### src/hdl/pdivb_pkg.sv
`timescale 1ns / 1ps
// ----------------------------------------------------------------------------
// pdivb_pkg
// Shared widths, codes, command/status types and the saturating scale
// function of the eight-wave div(B) source term block.
// ----------------------------------------------------------------------------
package pdivb_pkg;

  localparam int FRAC_BITS = 16;

  localparam int WORD_W    = 32;
  localparam int AREA_W    = 31;
  localparam int MULA_W    = 32;
  localparam int MULB_W    = 33;
  localparam int PROD_W    = MULA_W + MULB_W;
  // area flux, (field * area) >> FRAC_BITS
  localparam int FLUX_W    = 63 - FRAC_BITS;
  localparam int DIFF_W    = FLUX_W + 1;
  // v.B, sum of three (v * b) >> FRAC_BITS
  localparam int VB_W      = 65 - FRAC_BITS;
  localparam int ACC_W     = 96 - FRAC_BITS;
  localparam int REM_W     = AREA_W;
  localparam int DIV_STEPS = 32;
  localparam int MUL_STEPS = 8;
  localparam int CNT_W     = 5;
  localparam int CFG_IDX_W = 1;
  localparam int CFG_W     = 1;

  localparam logic [CFG_IDX_W-1:0] CFG_UPWIND = 1'b0;
  localparam logic [CFG_IDX_W-1:0] CFG_ENERGY = 1'b1;

  localparam logic signed [WORD_W-1:0] S32_MAX = 32'sh7FFF_FFFF;
  localparam logic signed [WORD_W-1:0] S32_MIN = 32'sh8000_0000;
  localparam logic [WORD_W-1:0]        Q_NEG_LIMIT = 32'h8000_0000;
  localparam logic signed [ACC_W-1:0]  ACC_S32_MAX = ACC_W'(S32_MAX);
  localparam logic signed [ACC_W-1:0]  ACC_S32_MIN = ACC_W'(S32_MIN);

  typedef enum logic [3:0] {
    S_IDLE,
    S_FLUX,
    S_DIFF,
    S_SETUP,
    S_DIV,
    S_DV,
    S_MUL,
    S_DRAIN,
    S_OUT
  } state_t;

  typedef enum logic [3:0] {
    MOP_NONE,
    MOP_FLUX,
    MOP_VB_X,
    MOP_VB_Y,
    MOP_VB_Z,
    MOP_MOM_X,
    MOP_MOM_Y,
    MOP_MOM_Z,
    MOP_IND_X,
    MOP_IND_Y,
    MOP_IND_Z,
    MOP_EN_LO,
    MOP_EN_HI
  } mul_op_t;

  typedef struct packed {
    logic    capture;
    mul_op_t mul_op;
    logic    setup;
    logic    div_step;
    logic    dv_load;
    logic    out_load;
  } cmd_t;

  typedef struct packed {
    logic sweep_start;
    logic vol_zero;
  } sts_t;

  typedef struct packed {
    logic signed [WORD_W-1:0] value;
    logic                     sat;
  } sat_res_t;

  // -floor(p / 2^FRAC_BITS), clamped to 32 bits
  function automatic sat_res_t neg_scale_sat(input logic signed [ACC_W-1:0] p);
    logic signed [ACC_W-1:0] t;
    logic signed [ACC_W-1:0] r;
    sat_res_t                res;
    t = p >>> FRAC_BITS;
    r = -t;
    if (r > ACC_S32_MAX) begin
      res.value = S32_MAX;
      res.sat   = 1'b1;
    end else if (r < ACC_S32_MIN) begin
      res.value = S32_MIN;
      res.sat   = 1'b1;
    end else begin
      res.value = r[WORD_W-1:0];
      res.sat   = 1'b0;
    end
    return res;
  endfunction

endpackage

### src/hdl/pdivb_ctrl.sv
`timescale 1ns / 1ps
// ----------------------------------------------------------------------------
// pdivb_ctrl
// Sequencer: input handshake, divider and multiplier scheduling, output
// register handshake.
// ----------------------------------------------------------------------------
module pdivb_ctrl (
  input  logic              clk,
  input  logic              rst,
  input  logic              energy_enable,
  input  logic              in_valid,
  output logic              in_ready,
  output logic              out_valid,
  input  logic              out_ready,
  input  pdivb_pkg::sts_t   sts,
  output pdivb_pkg::cmd_t   cmd
);

  pdivb_pkg::state_t               state;
  pdivb_pkg::state_t               state_next;
  logic [pdivb_pkg::CNT_W-1:0]     cnt;
  logic [pdivb_pkg::CNT_W-1:0]     mul_last;

  assign mul_last = energy_enable ? pdivb_pkg::CNT_W'(pdivb_pkg::MUL_STEPS - 1)
                                  : pdivb_pkg::CNT_W'(pdivb_pkg::MUL_STEPS - 3);

  always_ff @(posedge clk) begin
    if (rst) begin
      state <= pdivb_pkg::S_IDLE;
      cnt   <= '0;
    end else begin
      state <= state_next;
      if ((state == pdivb_pkg::S_DIV || state == pdivb_pkg::S_MUL) &&
          state_next == state) begin
        cnt <= cnt + 1'b1;
      end else begin
        cnt <= '0;
      end
    end
  end

  always_comb begin
    state_next = state;
    unique case (state)
      pdivb_pkg::S_IDLE:  if (in_valid) state_next = pdivb_pkg::S_FLUX;
      pdivb_pkg::S_FLUX:  state_next = pdivb_pkg::S_DIFF;
      pdivb_pkg::S_DIFF: begin
        if (sts.sweep_start)   state_next = pdivb_pkg::S_IDLE;
        else if (sts.vol_zero) state_next = pdivb_pkg::S_OUT;
        else                   state_next = pdivb_pkg::S_SETUP;
      end
      pdivb_pkg::S_SETUP: state_next = pdivb_pkg::S_DIV;
      pdivb_pkg::S_DIV: begin
        if (cnt == pdivb_pkg::CNT_W'(pdivb_pkg::DIV_STEPS - 1)) state_next = pdivb_pkg::S_DV;
      end
      pdivb_pkg::S_DV:    state_next = pdivb_pkg::S_MUL;
      pdivb_pkg::S_MUL:   if (cnt == mul_last) state_next = pdivb_pkg::S_DRAIN;
      pdivb_pkg::S_DRAIN: state_next = pdivb_pkg::S_OUT;
      pdivb_pkg::S_OUT:   if (!out_valid || out_ready) state_next = pdivb_pkg::S_IDLE;
      default:            state_next = pdivb_pkg::S_IDLE;
    endcase
  end

  always_comb begin
    cmd          = '0;
    cmd.mul_op   = pdivb_pkg::MOP_NONE;
    in_ready     = 1'b0;
    unique case (state)
      pdivb_pkg::S_IDLE: begin
        in_ready    = 1'b1;
        cmd.capture = in_valid;
      end
      pdivb_pkg::S_FLUX:  cmd.mul_op = pdivb_pkg::MOP_FLUX;
      pdivb_pkg::S_DIFF:  ;
      pdivb_pkg::S_SETUP: cmd.setup = 1'b1;
      pdivb_pkg::S_DIV: begin
        cmd.div_step = 1'b1;
        // the multiplier is free during the divide: build v.B here
        unique case (cnt)
          pdivb_pkg::CNT_W'(0): cmd.mul_op = pdivb_pkg::MOP_VB_X;
          pdivb_pkg::CNT_W'(1): cmd.mul_op = pdivb_pkg::MOP_VB_Y;
          pdivb_pkg::CNT_W'(2): cmd.mul_op = pdivb_pkg::MOP_VB_Z;
          default:              cmd.mul_op = pdivb_pkg::MOP_NONE;
        endcase
      end
      pdivb_pkg::S_DV:    cmd.dv_load = 1'b1;
      pdivb_pkg::S_MUL: begin
        unique case (cnt)
          pdivb_pkg::CNT_W'(0): cmd.mul_op = pdivb_pkg::MOP_MOM_X;
          pdivb_pkg::CNT_W'(1): cmd.mul_op = pdivb_pkg::MOP_MOM_Y;
          pdivb_pkg::CNT_W'(2): cmd.mul_op = pdivb_pkg::MOP_MOM_Z;
          pdivb_pkg::CNT_W'(3): cmd.mul_op = pdivb_pkg::MOP_IND_X;
          pdivb_pkg::CNT_W'(4): cmd.mul_op = pdivb_pkg::MOP_IND_Y;
          pdivb_pkg::CNT_W'(5): cmd.mul_op = pdivb_pkg::MOP_IND_Z;
          pdivb_pkg::CNT_W'(6): cmd.mul_op = pdivb_pkg::MOP_EN_LO;
          pdivb_pkg::CNT_W'(7): cmd.mul_op = pdivb_pkg::MOP_EN_HI;
          default:              cmd.mul_op = pdivb_pkg::MOP_NONE;
        endcase
      end
      pdivb_pkg::S_DRAIN: ;
      pdivb_pkg::S_OUT:   cmd.out_load = !out_valid || out_ready;
      default:            ;
    endcase
  end

  always_ff @(posedge clk) begin
    if (rst) begin
      out_valid <= 1'b0;
    end else if (cmd.out_load) begin
      out_valid <= 1'b1;
    end else if (out_ready) begin
      out_valid <= 1'b0;
    end
  end

endmodule

### config.mk
export PLATFORM = sky130hd
export DESIGN_NAME = pdivb_ctrl
export DESIGN_NICKNAME = d
export VERILOG_FILES = /design/src/hdl/pdivb_pkg.sv /design/src/hdl/pdivb_ctrl.sv
export SDC_FILE = /design/constraint.sdc
export NUM_CORES = 1
export LEC_CHECK = 0
export BUFFER_PORTS_ARGS = -buffer_cell sky130_fd_sc_hd__clkbuf_2
export CAP_MARGIN = 20
export CORE_MARGIN = 4
export CORE_UTILIZATION = 53
export CTS_CLUSTER_SIZE = 20
export DETAILED_ROUTE_END_ITERATION = 8
export PLACE_DENSITY = 0.76
export SLEW_MARGIN = 20
export SYNTH_ARGS = -nofsm -noshare
export SYNTH_HDL_FRONTEND = slang
export SYNTH_SLANG_ARGS = --single-unit
### constraint.sdc
create_clock -name clk -period 6.25 [get_ports clk]
set_input_delay 0.3125 -clock clk [delete_from_list [all_inputs] [get_ports clk]]
set_output_delay 0.3125 -clock clk [all_outputs]
set_load 0.03 [all_outputs]
==> run summary <==
Post-Syn Nets - 106
max-slew violation count - 0
core footprint - 0.00138 sq mm
Worst Hold Class - input port to register
postcts setup bufs - 0
Starting Density - 59.2%
Crit. End Element - output pin
fillcell total - 128
final WL - 1740 um
CP Class - register to output pin
CP top delay family - simple AND/OR/NAND/NOR gates
CTS clk-pin slew, worst paths - 0.09 ns
Final Cycle Share - 39.4%
cells after synthesis - 92
post-CTS sizing - 0
largest area contributor in the netlist - dfxtp_1
hold buffers post-CTS - 0
initial antenna violation count - 0
FF+latch count, synth - 14
Layout Area Growth over Synthesis - 11.8%
row count - 13
Total GRT Usage - 19.9%
post-synthesis area per instance - 8.89 sq um
slew margin rel. - 66.5%
most common cell in the netlist - dfxtp_1
# IOs - 18
top post-synthesis cells by count - dfxtp_1 (14), and3_1 (9), nor2_1 (9)
grt ovf - 0
ANT cells - 0
Worst VDD drop - 0.119 mV
CTS tree - yes
first-pass GRT wire length - 3020 um
final hold vios - 0
Post-synth EDFFs - 0
clk_lat worst skew - 0.29 ns
critical path depth - 5
drt wl/cell - 14.1 um
Port Buffers - 17
Max Cap Violations - 0
CP arrival - 2.15 ns
ANT nets after route - 0
crit-path max FO - 8
Seq/Total Area, Yosys - 34.3%
CP startpoint kind - register
crit path capture - cmd[5]
peak per-stage delay on the critical path - 0.52 ns
critical-path cell list - or2b_1, nor4_1, o21ai_0, a21oi_1, clkbuf_2
vias per cell - 5.75
die height - 47.3 um
depth of the worst register-to-register path - 9
# H-tree levels - 1
Final Instance Area - 915 sq um
final setup fails - 0
Nets - 123
DRC - 0
Multi-input gate area - 483 sq um
main flop type after synthesis - dfxtp_1
async set-reset flop share out of synthesis - 0%
status - finished, final reports clean
Pleak - 0.431 nW
hpwl dp - 1330 um
largest net degree at the start of global routing - 12
FF/Latch Area - 280 sq um
CP Data Required Time - 5.94 ns
Cell Area, Synth - 818 sq um
R2R Setup Slk - 3.82 ns
RSZ-0062 raised after global routing - false
gpl congestion - 0.796
CTS max path bufs - 2
number of global-route vias before repair - 709
RR Startpoint - cnt[1]$_SDFF_PP0_
CP startpoint - state[2]$_SDFF_PP0_
synth warn - 0
TritonCTS buffer count - 3
Worst Path Buf+Inv - 1
CTS Root Cell - clkbuf_4
cell area after placement - 878 sq um
drt pass-1 iters - 4
final clock skew - 0.00452 ns
Iter 0 DRT Violations - 22
CTS sink cnt - 14
die area - 0.00224 sq mm
largest cells by area after synthesis - dfxtp_1 (34%), ha_1 (11%), and3_1 (6.9%)
die width - 47.3 um
layout cells sized above 1 - 22.2%
slowest CP cell - dfxtp_1
synth unique cells - 33
Peak Freq - 406 MHz
Pwr Density - 200 mW/mm^2
Yosys top cell area share - 34.3%
vias after detailed routing - 707
setup TNS - 0 ns
Tmin final - 2.46 ns
Worst-Margin Slew - 0.498 ns
## metrics by stage
stage	utilization [%]	std cells	power [mW]	setup slack, ns	hold slack, ns
5_1_grt	66.2	123	0.192	3.64	0.293
2_1_floorplan	-	92	0.112	3.99	0.385
3_5_place_dp	63.5	119	0.116	3.84	0.582
4_1_cts	66.2	123	0.183	3.79	0.285
6_report	66.2	123	0.183	3.79	0.285
3_3_place_gp	63.5	119	0.116	3.96	0.574
## cell families after synthesis
kind of cell,count (synthesis),share of synthesized area (%)
buf+inv,8,6.73
compound gates,8,6.58
simple gates,48,33.8
flops,14,34.3
mux,3,3.67
xor+xnor,4,4.28
fa+ha+maj,7,10.7
## worst register-to-register path: cells and delay by family (launching register included)
family / cells / cell delay [ns]
adder cells (fa/ha/maj): 3 / 0.57
flip-flops: 1 / 0.42
AND/OR/NAND/NOR: 5 / 1.28
multiplexers: 1 / 0.06
## how the worst min path moves through the flow
stage	slack, ns	depth (start not counted)	from	end
detailed placement	0.58	2	cnt[0]$_SDFF_PP0_	register
finish	0.29	2	rst	out_valid$_SDFFE_PP0P_
global placement	0.57	2	cnt[0]$_SDFF_PP0_	register
global route	0.29	2	rst	state[1]$_SDFF_PP0_
CTS	0.29	2	rst	state[1]$_SDFF_PP0_
floorplan	0.38	1	rst	state[0]$_SDFF_PP0_
## routing by layer
| metal | part of all wire, % | track usage [%] | vias to the layer above |
|---|---|---|---|
| li1 | - | - | 356 |
| met1 | 46 | 25.7 | 328 |
| met2 | 47 | 29.4 | 19 |
| met3 | 5.7 | 4.60 | 4 |
| met4 | 1.6 | 12.7 | 0 |
| met5 | 0 | 0 | - |
## area by class of cell
class | instances | share of cell area, %
Clock buffer | 4 | 3.97
Inverter | 3 | 1.23
Multi-Input combinational cell | 70 | 52.8
Sequential cell | 14 | 30.6
Tap cell | 15 | 2.05
Timing Repair Buffer | 17 | 9.30
## power breakdown
part / switching (mW) / total (mW) / internal (mW)
Combinational: 0.0135 / 0.0212 / 0.00771
Clock: 0.0328 / 0.0683 / 0.0355
Sequential: 0.00279 / 0.0932 / 0.0904
## cells in the final DEF, fill, tap and decap left out, drive strengths merged, types with 3 or more instances in the layout
master,n
ha,7
nand2,4
mux2i,3
dfxtp,14
nor3,7
and3,9
clkbuf,21
nand3,3
nor2,9
inv,3
Note: power is estimated with default switching activity, not from simulation.
