File: config.mk
export PLATFORM = sky130hd
export DESIGN_NAME = pdivb_dp
export DESIGN_NICKNAME = d
export VERILOG_FILES = /design/src/hdl/pdivb_pkg.sv /design/src/hdl/pdivb_dp.sv
export SDC_FILE = /design/constraint.sdc
export NUM_CORES = 2
export LEC_CHECK = 0
export ABC_AREA = 1
export BUFFER_PORTS_ARGS = -buffer_cell sky130_fd_sc_hd__buf_4
export CAP_MARGIN = 10
export CORE_MARGIN = 2
export CORE_UTILIZATION = 55
export CTS_BUF_LIST = sky130_fd_sc_hd__clkbuf_8 sky130_fd_sc_hd__clkbuf_16
export DETAILED_ROUTE_END_ITERATION = 12
export PLACE_DENSITY = 0.86
export SYNTH_ARGS = -nofsm -noshare
export SYNTH_HDL_FRONTEND = slang
export SYNTH_SLANG_ARGS = --single-unit
export TNS_END_PERCENT = 1
File: constraint.sdc
create_clock -name clk -period 9.05 [get_ports clk]
set_input_delay 1.3575 -clock clk [delete_from_list [all_inputs] [get_ports clk]]
set_output_delay 1.3575 -clock clk [all_outputs]
set_load 0.02 [all_outputs]
File: src/hdl/pdivb_pkg.sv
`timescale 1ns / 1ps
// ----------------------------------------------------------------------------
// pdivb_pkg
// Shared widths, codes, command/status types and the saturating scale
// function of the eight-wave div(B) source term block.
// ----------------------------------------------------------------------------
package pdivb_pkg;

  localparam int FRAC_BITS = 16;

  localparam int WORD_W    = 32;
  localparam int AREA_W    = 31;
  localparam int MULA_W    = 32;
  localparam int MULB_W    = 33;
  localparam int PROD_W    = MULA_W + MULB_W;
  // area flux, (field * area) >> FRAC_BITS
  localparam int FLUX_W    = 63 - FRAC_BITS;
  localparam int DIFF_W    = FLUX_W + 1;
  // v.B, sum of three (v * b) >> FRAC_BITS
  localparam int VB_W      = 65 - FRAC_BITS;
  localparam int ACC_W     = 96 - FRAC_BITS;
  localparam int REM_W     = AREA_W;
  localparam int DIV_STEPS = 32;
  localparam int MUL_STEPS = 8;
  localparam int CNT_W     = 5;
  localparam int CFG_IDX_W = 1;
  localparam int CFG_W     = 1;

  localparam logic [CFG_IDX_W-1:0] CFG_UPWIND = 1'b0;
  localparam logic [CFG_IDX_W-1:0] CFG_ENERGY = 1'b1;

  localparam logic signed [WORD_W-1:0] S32_MAX = 32'sh7FFF_FFFF;
  localparam logic signed [WORD_W-1:0] S32_MIN = 32'sh8000_0000;
  localparam logic [WORD_W-1:0]        Q_NEG_LIMIT = 32'h8000_0000;
  localparam logic signed [ACC_W-1:0]  ACC_S32_MAX = ACC_W'(S32_MAX);
  localparam logic signed [ACC_W-1:0]  ACC_S32_MIN = ACC_W'(S32_MIN);

  typedef enum logic [3:0] {
    S_IDLE,
    S_FLUX,
    S_DIFF,
    S_SETUP,
    S_DIV,
    S_DV,
    S_MUL,
    S_DRAIN,
    S_OUT
  } state_t;

  typedef enum logic [3:0] {
    MOP_NONE,
    MOP_FLUX,
    MOP_VB_X,
    MOP_VB_Y,
    MOP_VB_Z,
    MOP_MOM_X,
    MOP_MOM_Y,
    MOP_MOM_Z,
    MOP_IND_X,
    MOP_IND_Y,
    MOP_IND_Z,
    MOP_EN_LO,
    MOP_EN_HI
  } mul_op_t;

  typedef struct packed {
    logic    capture;
    mul_op_t mul_op;
    logic    setup;
    logic    div_step;
    logic    dv_load;
    logic    out_load;
  } cmd_t;

  typedef struct packed {
    logic sweep_start;
    logic vol_zero;
  } sts_t;

  typedef struct packed {
    logic signed [WORD_W-1:0] value;
    logic                     sat;
  } sat_res_t;

  // -floor(p / 2^FRAC_BITS), clamped to 32 bits
  function automatic sat_res_t neg_scale_sat(input logic signed [ACC_W-1:0] p);
    logic signed [ACC_W-1:0] t;
    logic signed [ACC_W-1:0] r;
    sat_res_t                res;
    t = p >>> FRAC_BITS;
    r = -t;
    if (r > ACC_S32_MAX) begin
      res.value = S32_MAX;
      res.sat   = 1'b1;
    end else if (r < ACC_S32_MIN) begin
      res.value = S32_MIN;
      res.sat   = 1'b1;
    end else begin
      res.value = r[WORD_W-1:0];
      res.sat   = 1'b0;
    end
    return res;
  endfunction

endpackage

File: src/hdl/pdivb_dp.sv
`timescale 1ns / 1ps
// ----------------------------------------------------------------------------
// pdivb_dp
// Datapath: input capture, shared 32x33 multiplier with a post stage,
// radix-2 restoring divider, saturation and the output register.
// ----------------------------------------------------------------------------
module pdivb_dp (
  input  logic                                  clk,
  input  logic                                  rst,
  input  pdivb_pkg::cmd_t                       cmd,
  output pdivb_pkg::sts_t                       sts,
  input  logic                                  upwind_mode,
  input  logic                                  energy_enable,
  input  logic                                  sweep_start,
  input  logic signed [pdivb_pkg::WORD_W-1:0]   normal_field_left,
  input  logic signed [pdivb_pkg::WORD_W-1:0]   normal_field_right,
  input  logic                                  mass_flux_negative,
  input  logic [pdivb_pkg::AREA_W-1:0]          face_area,
  input  logic [pdivb_pkg::AREA_W-1:0]          cell_volume,
  input  logic signed [pdivb_pkg::WORD_W-1:0]   vel_x,
  input  logic signed [pdivb_pkg::WORD_W-1:0]   vel_y,
  input  logic signed [pdivb_pkg::WORD_W-1:0]   vel_z,
  input  logic signed [pdivb_pkg::WORD_W-1:0]   mag_x,
  input  logic signed [pdivb_pkg::WORD_W-1:0]   mag_y,
  input  logic signed [pdivb_pkg::WORD_W-1:0]   mag_z,
  output logic signed [pdivb_pkg::WORD_W-1:0]   div_b,
  output logic signed [pdivb_pkg::WORD_W-1:0]   src_mom_x,
  output logic signed [pdivb_pkg::WORD_W-1:0]   src_mom_y,
  output logic signed [pdivb_pkg::WORD_W-1:0]   src_mom_z,
  output logic signed [pdivb_pkg::WORD_W-1:0]   src_ind_x,
  output logic signed [pdivb_pkg::WORD_W-1:0]   src_ind_y,
  output logic signed [pdivb_pkg::WORD_W-1:0]   src_ind_z,
  output logic signed [pdivb_pkg::WORD_W-1:0]   src_energy,
  output logic                                  arith_fault
);

  localparam int W = pdivb_pkg::WORD_W;

  // captured item
  logic                                 start;
  logic signed [W-1:0]                  bn;
  logic [pdivb_pkg::AREA_W-1:0]         area;
  logic [pdivb_pkg::AREA_W-1:0]         vol;
  logic signed [W-1:0]                  vel [3];
  logic signed [W-1:0]                  mag [3];

  // multiplier
  logic signed [pdivb_pkg::MULA_W-1:0]  mul_a;
  logic signed [pdivb_pkg::MULB_W-1:0]  mul_b;
  logic signed [pdivb_pkg::PROD_W-1:0]  prod;
  pdivb_pkg::mul_op_t                   op_d;
  pdivb_pkg::sat_res_t                  prod_sat;
  pdivb_pkg::sat_res_t                  en_sat;
  logic signed [pdivb_pkg::FLUX_W-1:0]  cur;

  // flux, divide and accumulate state
  logic signed [pdivb_pkg::FLUX_W-1:0]  prev_area_flux;
  logic signed [pdivb_pkg::DIFF_W-1:0]  diff;
  logic [pdivb_pkg::DIFF_W-1:0]         diff_mag;
  logic                                 diff_neg;
  logic                                 q_ovf;
  logic [pdivb_pkg::REM_W-1:0]          rem;
  logic [W-1:0]                         dlo;
  logic [W-1:0]                         quo;
  logic [pdivb_pkg::REM_W:0]            trial;
  logic                                 trial_ge;
  logic signed [W-1:0]                  dv;
  logic signed [W-1:0]                  dv_calc;
  logic                                 dv_sat;
  logic signed [pdivb_pkg::VB_W-1:0]    vb;
  logic signed [pdivb_pkg::ACC_W-1:0]   acc;
  logic signed [W-1:0]                  src [6];
  logic                                 sat_acc;

  logic signed [W:0]                    bn_sum;
  logic signed [W-1:0]                  bn_next;

  assign sts.sweep_start = start;
  assign sts.vol_zero    = (vol == '0);

  always_comb begin
    bn_sum = '0;
    if (upwind_mode) begin
      bn_next = mass_flux_negative ? normal_field_right : normal_field_left;
    end else begin
      bn_sum  = (W + 1)'(normal_field_left) + (W + 1)'(normal_field_right);
      bn_next = W'(bn_sum >>> 1);
    end
  end

  always_ff @(posedge clk) begin
    if (cmd.capture) begin
      start  <= sweep_start;
      bn     <= bn_next;
      area   <= face_area;
      vol    <= cell_volume;
      vel[0] <= vel_x;
      vel[1] <= vel_y;
      vel[2] <= vel_z;
      mag[0] <= mag_x;
      mag[1] <= mag_y;
      mag[2] <= mag_z;
    end
  end

  // operand select
  always_comb begin
    mul_a = '0;
    mul_b = '0;
    unique case (cmd.mul_op)
      pdivb_pkg::MOP_FLUX: begin
        mul_a = bn;
        mul_b = {2'b00, area};
      end
      pdivb_pkg::MOP_VB_X:  begin mul_a = vel[0]; mul_b = pdivb_pkg::MULB_W'(mag[0]); end
      pdivb_pkg::MOP_VB_Y:  begin mul_a = vel[1]; mul_b = pdivb_pkg::MULB_W'(mag[1]); end
      pdivb_pkg::MOP_VB_Z:  begin mul_a = vel[2]; mul_b = pdivb_pkg::MULB_W'(mag[2]); end
      pdivb_pkg::MOP_MOM_X: begin mul_a = dv; mul_b = pdivb_pkg::MULB_W'(mag[0]); end
      pdivb_pkg::MOP_MOM_Y: begin mul_a = dv; mul_b = pdivb_pkg::MULB_W'(mag[1]); end
      pdivb_pkg::MOP_MOM_Z: begin mul_a = dv; mul_b = pdivb_pkg::MULB_W'(mag[2]); end
      pdivb_pkg::MOP_IND_X: begin mul_a = dv; mul_b = pdivb_pkg::MULB_W'(vel[0]); end
      pdivb_pkg::MOP_IND_Y: begin mul_a = dv; mul_b = pdivb_pkg::MULB_W'(vel[1]); end
      pdivb_pkg::MOP_IND_Z: begin mul_a = dv; mul_b = pdivb_pkg::MULB_W'(vel[2]); end
      // v.B is too wide for one pass: low 32 bits unsigned, then the signed top
      pdivb_pkg::MOP_EN_LO: begin mul_a = dv; mul_b = {1'b0, vb[W-1:0]}; end
      pdivb_pkg::MOP_EN_HI: begin mul_a = dv; mul_b = pdivb_pkg::MULB_W'(vb >>> W); end
      default:              ;
    endcase
  end

  always_ff @(posedge clk) begin
    prod <= pdivb_pkg::PROD_W'(mul_a) * pdivb_pkg::PROD_W'(mul_b);
    if (rst) begin
      op_d <= pdivb_pkg::MOP_NONE;
    end else begin
      op_d <= cmd.mul_op;
    end
  end

  assign prod_sat = pdivb_pkg::neg_scale_sat(pdivb_pkg::ACC_W'(prod));
  assign en_sat   = pdivb_pkg::neg_scale_sat(acc);
  assign cur      = pdivb_pkg::FLUX_W'(prod >>> pdivb_pkg::FRAC_BITS);

  // previous area flux is model state: cleared by reset
  always_ff @(posedge clk) begin
    if (rst) begin
      prev_area_flux <= '0;
    end else if (op_d == pdivb_pkg::MOP_FLUX) begin
      prev_area_flux <= cur;
    end
  end

  // post stage of the multiplier
  always_ff @(posedge clk) begin
    if (cmd.setup) begin
      vb <= '0;
    end
    unique case (op_d)
      pdivb_pkg::MOP_FLUX: begin
        diff <= pdivb_pkg::DIFF_W'(cur) - pdivb_pkg::DIFF_W'(prev_area_flux);
      end
      pdivb_pkg::MOP_VB_X, pdivb_pkg::MOP_VB_Y, pdivb_pkg::MOP_VB_Z: begin
        vb <= vb + pdivb_pkg::VB_W'(prod >>> pdivb_pkg::FRAC_BITS);
      end
      pdivb_pkg::MOP_MOM_X: src[0] <= prod_sat.value;
      pdivb_pkg::MOP_MOM_Y: src[1] <= prod_sat.value;
      pdivb_pkg::MOP_MOM_Z: src[2] <= prod_sat.value;
      pdivb_pkg::MOP_IND_X: src[3] <= prod_sat.value;
      pdivb_pkg::MOP_IND_Y: src[4] <= prod_sat.value;
      pdivb_pkg::MOP_IND_Z: src[5] <= prod_sat.value;
      pdivb_pkg::MOP_EN_LO: acc <= pdivb_pkg::ACC_W'(prod);
      pdivb_pkg::MOP_EN_HI: acc <= acc + (pdivb_pkg::ACC_W'(prod) <<< W);
      default:              ;
    endcase
  end

  // divider: |diff| << FRAC_BITS over volume, one quotient bit a cycle
  assign diff_mag = diff[pdivb_pkg::DIFF_W-1] ? pdivb_pkg::DIFF_W'(-diff)
                                              : pdivb_pkg::DIFF_W'(diff);
  assign trial    = {rem, dlo[W-1]};
  assign trial_ge = (trial >= {1'b0, vol});

  always_ff @(posedge clk) begin
    if (cmd.setup) begin
      diff_neg <= diff[pdivb_pkg::DIFF_W-1];
      // quotient of 2^32 or more can only saturate
      q_ovf    <= diff_mag >= (pdivb_pkg::DIFF_W'(vol) << (W - pdivb_pkg::FRAC_BITS));
      rem      <= pdivb_pkg::REM_W'(diff_mag >> (W - pdivb_pkg::FRAC_BITS));
      dlo      <= W'(diff_mag << pdivb_pkg::FRAC_BITS);
      quo      <= '0;
    end else if (cmd.div_step) begin
      rem <= trial_ge ? pdivb_pkg::REM_W'(trial - {1'b0, vol})
                      : trial[pdivb_pkg::REM_W-1:0];
      quo <= {quo[W-2:0], trial_ge};
      dlo <= {dlo[W-2:0], 1'b0};
    end
  end

  always_comb begin
    dv_sat  = 1'b0;
    dv_calc = quo;
    if (q_ovf) begin
      dv_sat  = 1'b1;
      dv_calc = diff_neg ? pdivb_pkg::S32_MIN : pdivb_pkg::S32_MAX;
    end else if (!diff_neg) begin
      if (quo[W-1]) begin
        dv_sat  = 1'b1;
        dv_calc = pdivb_pkg::S32_MAX;
      end
    end else if (quo > pdivb_pkg::Q_NEG_LIMIT) begin
      dv_sat  = 1'b1;
      dv_calc = pdivb_pkg::S32_MIN;
    end else begin
      dv_calc = W'(-quo);
    end
  end

  always_ff @(posedge clk) begin
    if (cmd.dv_load) begin
      dv <= dv_calc;
    end
  end

  always_ff @(posedge clk) begin
    if (cmd.setup) begin
      sat_acc <= 1'b0;
    end else if (cmd.dv_load) begin
      sat_acc <= sat_acc | dv_sat;
    end else if (op_d == pdivb_pkg::MOP_MOM_X || op_d == pdivb_pkg::MOP_MOM_Y ||
                 op_d == pdivb_pkg::MOP_MOM_Z || op_d == pdivb_pkg::MOP_IND_X ||
                 op_d == pdivb_pkg::MOP_IND_Y || op_d == pdivb_pkg::MOP_IND_Z) begin
      sat_acc <= sat_acc | prod_sat.sat;
    end
  end

  // output register
  always_ff @(posedge clk) begin
    if (cmd.out_load) begin
      if (sts.vol_zero) begin
        div_b       <= '0;
        src_mom_x   <= '0;
        src_mom_y   <= '0;
        src_mom_z   <= '0;
        src_ind_x   <= '0;
        src_ind_y   <= '0;
        src_ind_z   <= '0;
        src_energy  <= '0;
        arith_fault <= 1'b1;
      end else begin
        div_b       <= dv;
        src_mom_x   <= src[0];
        src_mom_y   <= src[1];
        src_mom_z   <= src[2];
        src_ind_x   <= src[3];
        src_ind_y   <= src[4];
        src_ind_z   <= src[5];
        src_energy  <= energy_enable ? en_sat.value : '0;
        arith_fault <= sat_acc | (energy_enable & en_sat.sat);
      end
    end
  end

endmodule
==> impl_metrics.env <==
export IMPL_status="finished, violations left"
export IMPL_violations="negative setup slack"
export IMPL_cts_buffers=118
export IMPL_synthCells=10900
export IMPL_grtUsageTotal=0.391
export IMPL_clock_skew_ns=0.0796
export IMPL_drt_initial_drc_count=9502
export IMPL_firstDrtPassIters=9
export IMPL_cts_clk_slew_worst_paths_ns=0.06
export IMPL_seq_area_um2=32400
export IMPL_vias=84000
export IMPL_synthArstFlopShare=0
export IMPL_critPathMaxStageDelay_ns=0.58
export IMPL_numClockSinks=1127
export IMPL_end_kind="flip-flop"
export IMPL_start_util=0.552
export IMPL_slew_headroom=0.0363
export IMPL_cts_path_max_buffers=3
export IMPL_clock_latency_ns=0.83
export IMPL_grt_pass1_wl_um=522000
export IMPL_synth_area_per_cell_um2=8.87
export IMPL_hold_viol=0
export IMPL_drv_cap=0
export IMPL_die_height_um=424
export IMPL_synth_cell_types=77
export IMPL_rsz0062_at_grt="yes"
export IMPL_crit_fanout=11
export IMPL_setup_slack_ns=-0.0940
export IMPL_yosys_register_bits=1127
export IMPL_grt_pass1_vias=84700
export IMPL_ios=592
export IMPL_yosysWarnings=0
export IMPL_synth_edf_count=978
export IMPL_routed_wl_um=351000
export IMPL_final_common_cell="inv_1"
export IMPL_tightest_slew_ns=1.43
export IMPL_htreeDepth=3
export IMPL_multi_input_area_um2=55100
export IMPL_dp_hpwl_um=283000
export IMPL_finalCritPeriodShare=1.01
export IMPL_place_ws_ns=-1.13
export IMPL_rows=154
export IMPL_drc_errors=0
export IMPL_syn_nets=12800
export IMPL_die_x_um=424
export IMPL_worstHoldStart="prev_area_flux[46]"
export IMPL_cts_root_buf="clkbuf_16"
export IMPL_worst_path_most_repeated_cell="fa_1"
export IMPL_grt_max_degree=170
export IMPL_setup_tns_final_ns=-0.315
export IMPL_crit_arrival_ns=9.85
export IMPL_cts_tree="built"
export IMPL_gp_congestion=1.07
export IMPL_drv_slew=0
export IMPL_min_path_type="reg -> reg"
export IMPL_critical_path_class="in -> reg"
export IMPL_mostFrequentLayoutCells="inv_1, nand2_1, nor2_1, buf_4, fa_1"
export IMPL_yosysSeqAreaShare=0.334
export IMPL_core_um2=176000
export IMPL_crit_start="cmd[5]"
export IMPL_ant_nets=0
export IMPL_portBuffers=591
export IMPL_finalNetCount=14000
export IMPL_critPathTopFamily="adder cells"
export IMPL_globalRouteOverflowTotal=0
export IMPL_startpoint_type="primary input"
export IMPL_fin_crit_ns=9.14
export IMPL_drt_vias_per_instance=5.77
export IMPL_synth_flop_cell="edfxtp_1"
export IMPL_critPathSlowestCell="fa_1"
export IMPL_crit_buf_inv=15
export IMPL_setup_viol=8
export IMPL_critPathRequiredTime_ns=9.75
export IMPL_wl_per_cell_um=24.1
export IMPL_syn2layout_area_growth_pct=18.2
export IMPL_dieArea_um2=180000
export IMPL_maxClockFrequency_mhz=109
export IMPL_syn_area_um2=97000
export IMPL_fillers=13800
export IMPL_antenna_found_initial=14
export IMPL_drive_gt1_frac=0.148
export IMPL_timing_rr_start="vb[48]"
[synth_stat cells (all sizes together), types with 69 or more instances]
master	count	share of area
ha	427	0.055
fa	1117	0.23
dfxtp	149	0.031
clkbuf	221	0.0086
o22ai	69	0.0045
xor2	211	0.019
nand4	69	0.0045
nand2	1823	0.071
nor2	1537	0.061
xnor2	100	0.0090
inv	2318	0.090
a211oi	76	0.0059
o21ai	463	0.024
edfxtp	978	0.30
nor3	72	0.0039
a21oi	502	0.026
nand3	240	0.013
buf	97	0.0053
[worst paths after layout]
path              cells after the start  slack [ns]                 end
hold reg to reg                       2        0.47  prev_area_flux[46]
setup / recovery                     37       -0.09            prod[55]
hold / removal                        2        0.47  prev_area_flux[46]
setup reg to reg                     33        0.51            prod[59]
[flip-flops by register name, indices dropped and copies added, names as in the netlist, 47 cells and up]
signal          cells
prod               65
vel                96
acc                64
prev_area_flux     47
vb                 49
mag                96
src               192
diff               48
[metrics by stage]
| stage | area, um^2 | util | hold slack [ns] | instances |
|---|---|---|---|---|
| floorplan | 97200 | - | 0.430 | 10900 |
| global placement | 110000 | 0.627 | 0.454 | 14300 |
| detailed placement | 110000 | 0.627 | 0.458 | 14300 |
| CTS | 114000 | 0.651 | 0.475 | 14500 |
| global route | 115000 | 0.652 | 0.490 | 14600 |
| finish | 115000 | 0.652 | 0.474 | 14600 |
[layout make-up]
cell class | instances | area share
antenna | 15 | 0.000327
clock buffer | 127 | 0.0269
multi-input combinational | 7134 | 0.480
clock inverter | 93 | 0.00863
inverter | 2349 | 0.0771
tap | 2340 | 0.0255
timing repair buffer | 1379 | 0.0989
sequential | 1127 | 0.282
[worst min-delay path: stages (launching register included)]
cell      delay (ns)
dfxtp_1         0.30
inv_1           0.07
a211oi_1        0.07
[kinds of logic after synthesis]
logic type,after synthesis,synth area share
simple gates,3853,0.161
buf+inv,2667,0.105
fa+ha+maj,1544,0.286
compound gates,1426,0.0868
flops,1127,0.334
xor+xnor,311,0.0282
[per-layer routing]
| layer | part of all wire | global-route usage |
|---|---|---|
| met5 | 0 | 0 |
| met4 | 0.092 | 0.288 |
| met3 | 0.11 | 0.0883 |
| met2 | 0.44 | 0.600 |
| met1 | 0.36 | 0.486 |
[timing repair]
action,4_1_cts,5_1_grt
hold buffers,0,0
setup endpoints to repair,34,42
buffers inserted,2,1
pin swaps,5,6
endpoints found under the hold margin,0,0
resized for setup,33,68
Power is not shown: default switching activity piles up to over one toggle a cycle in this logic, so the estimate is an artifact.
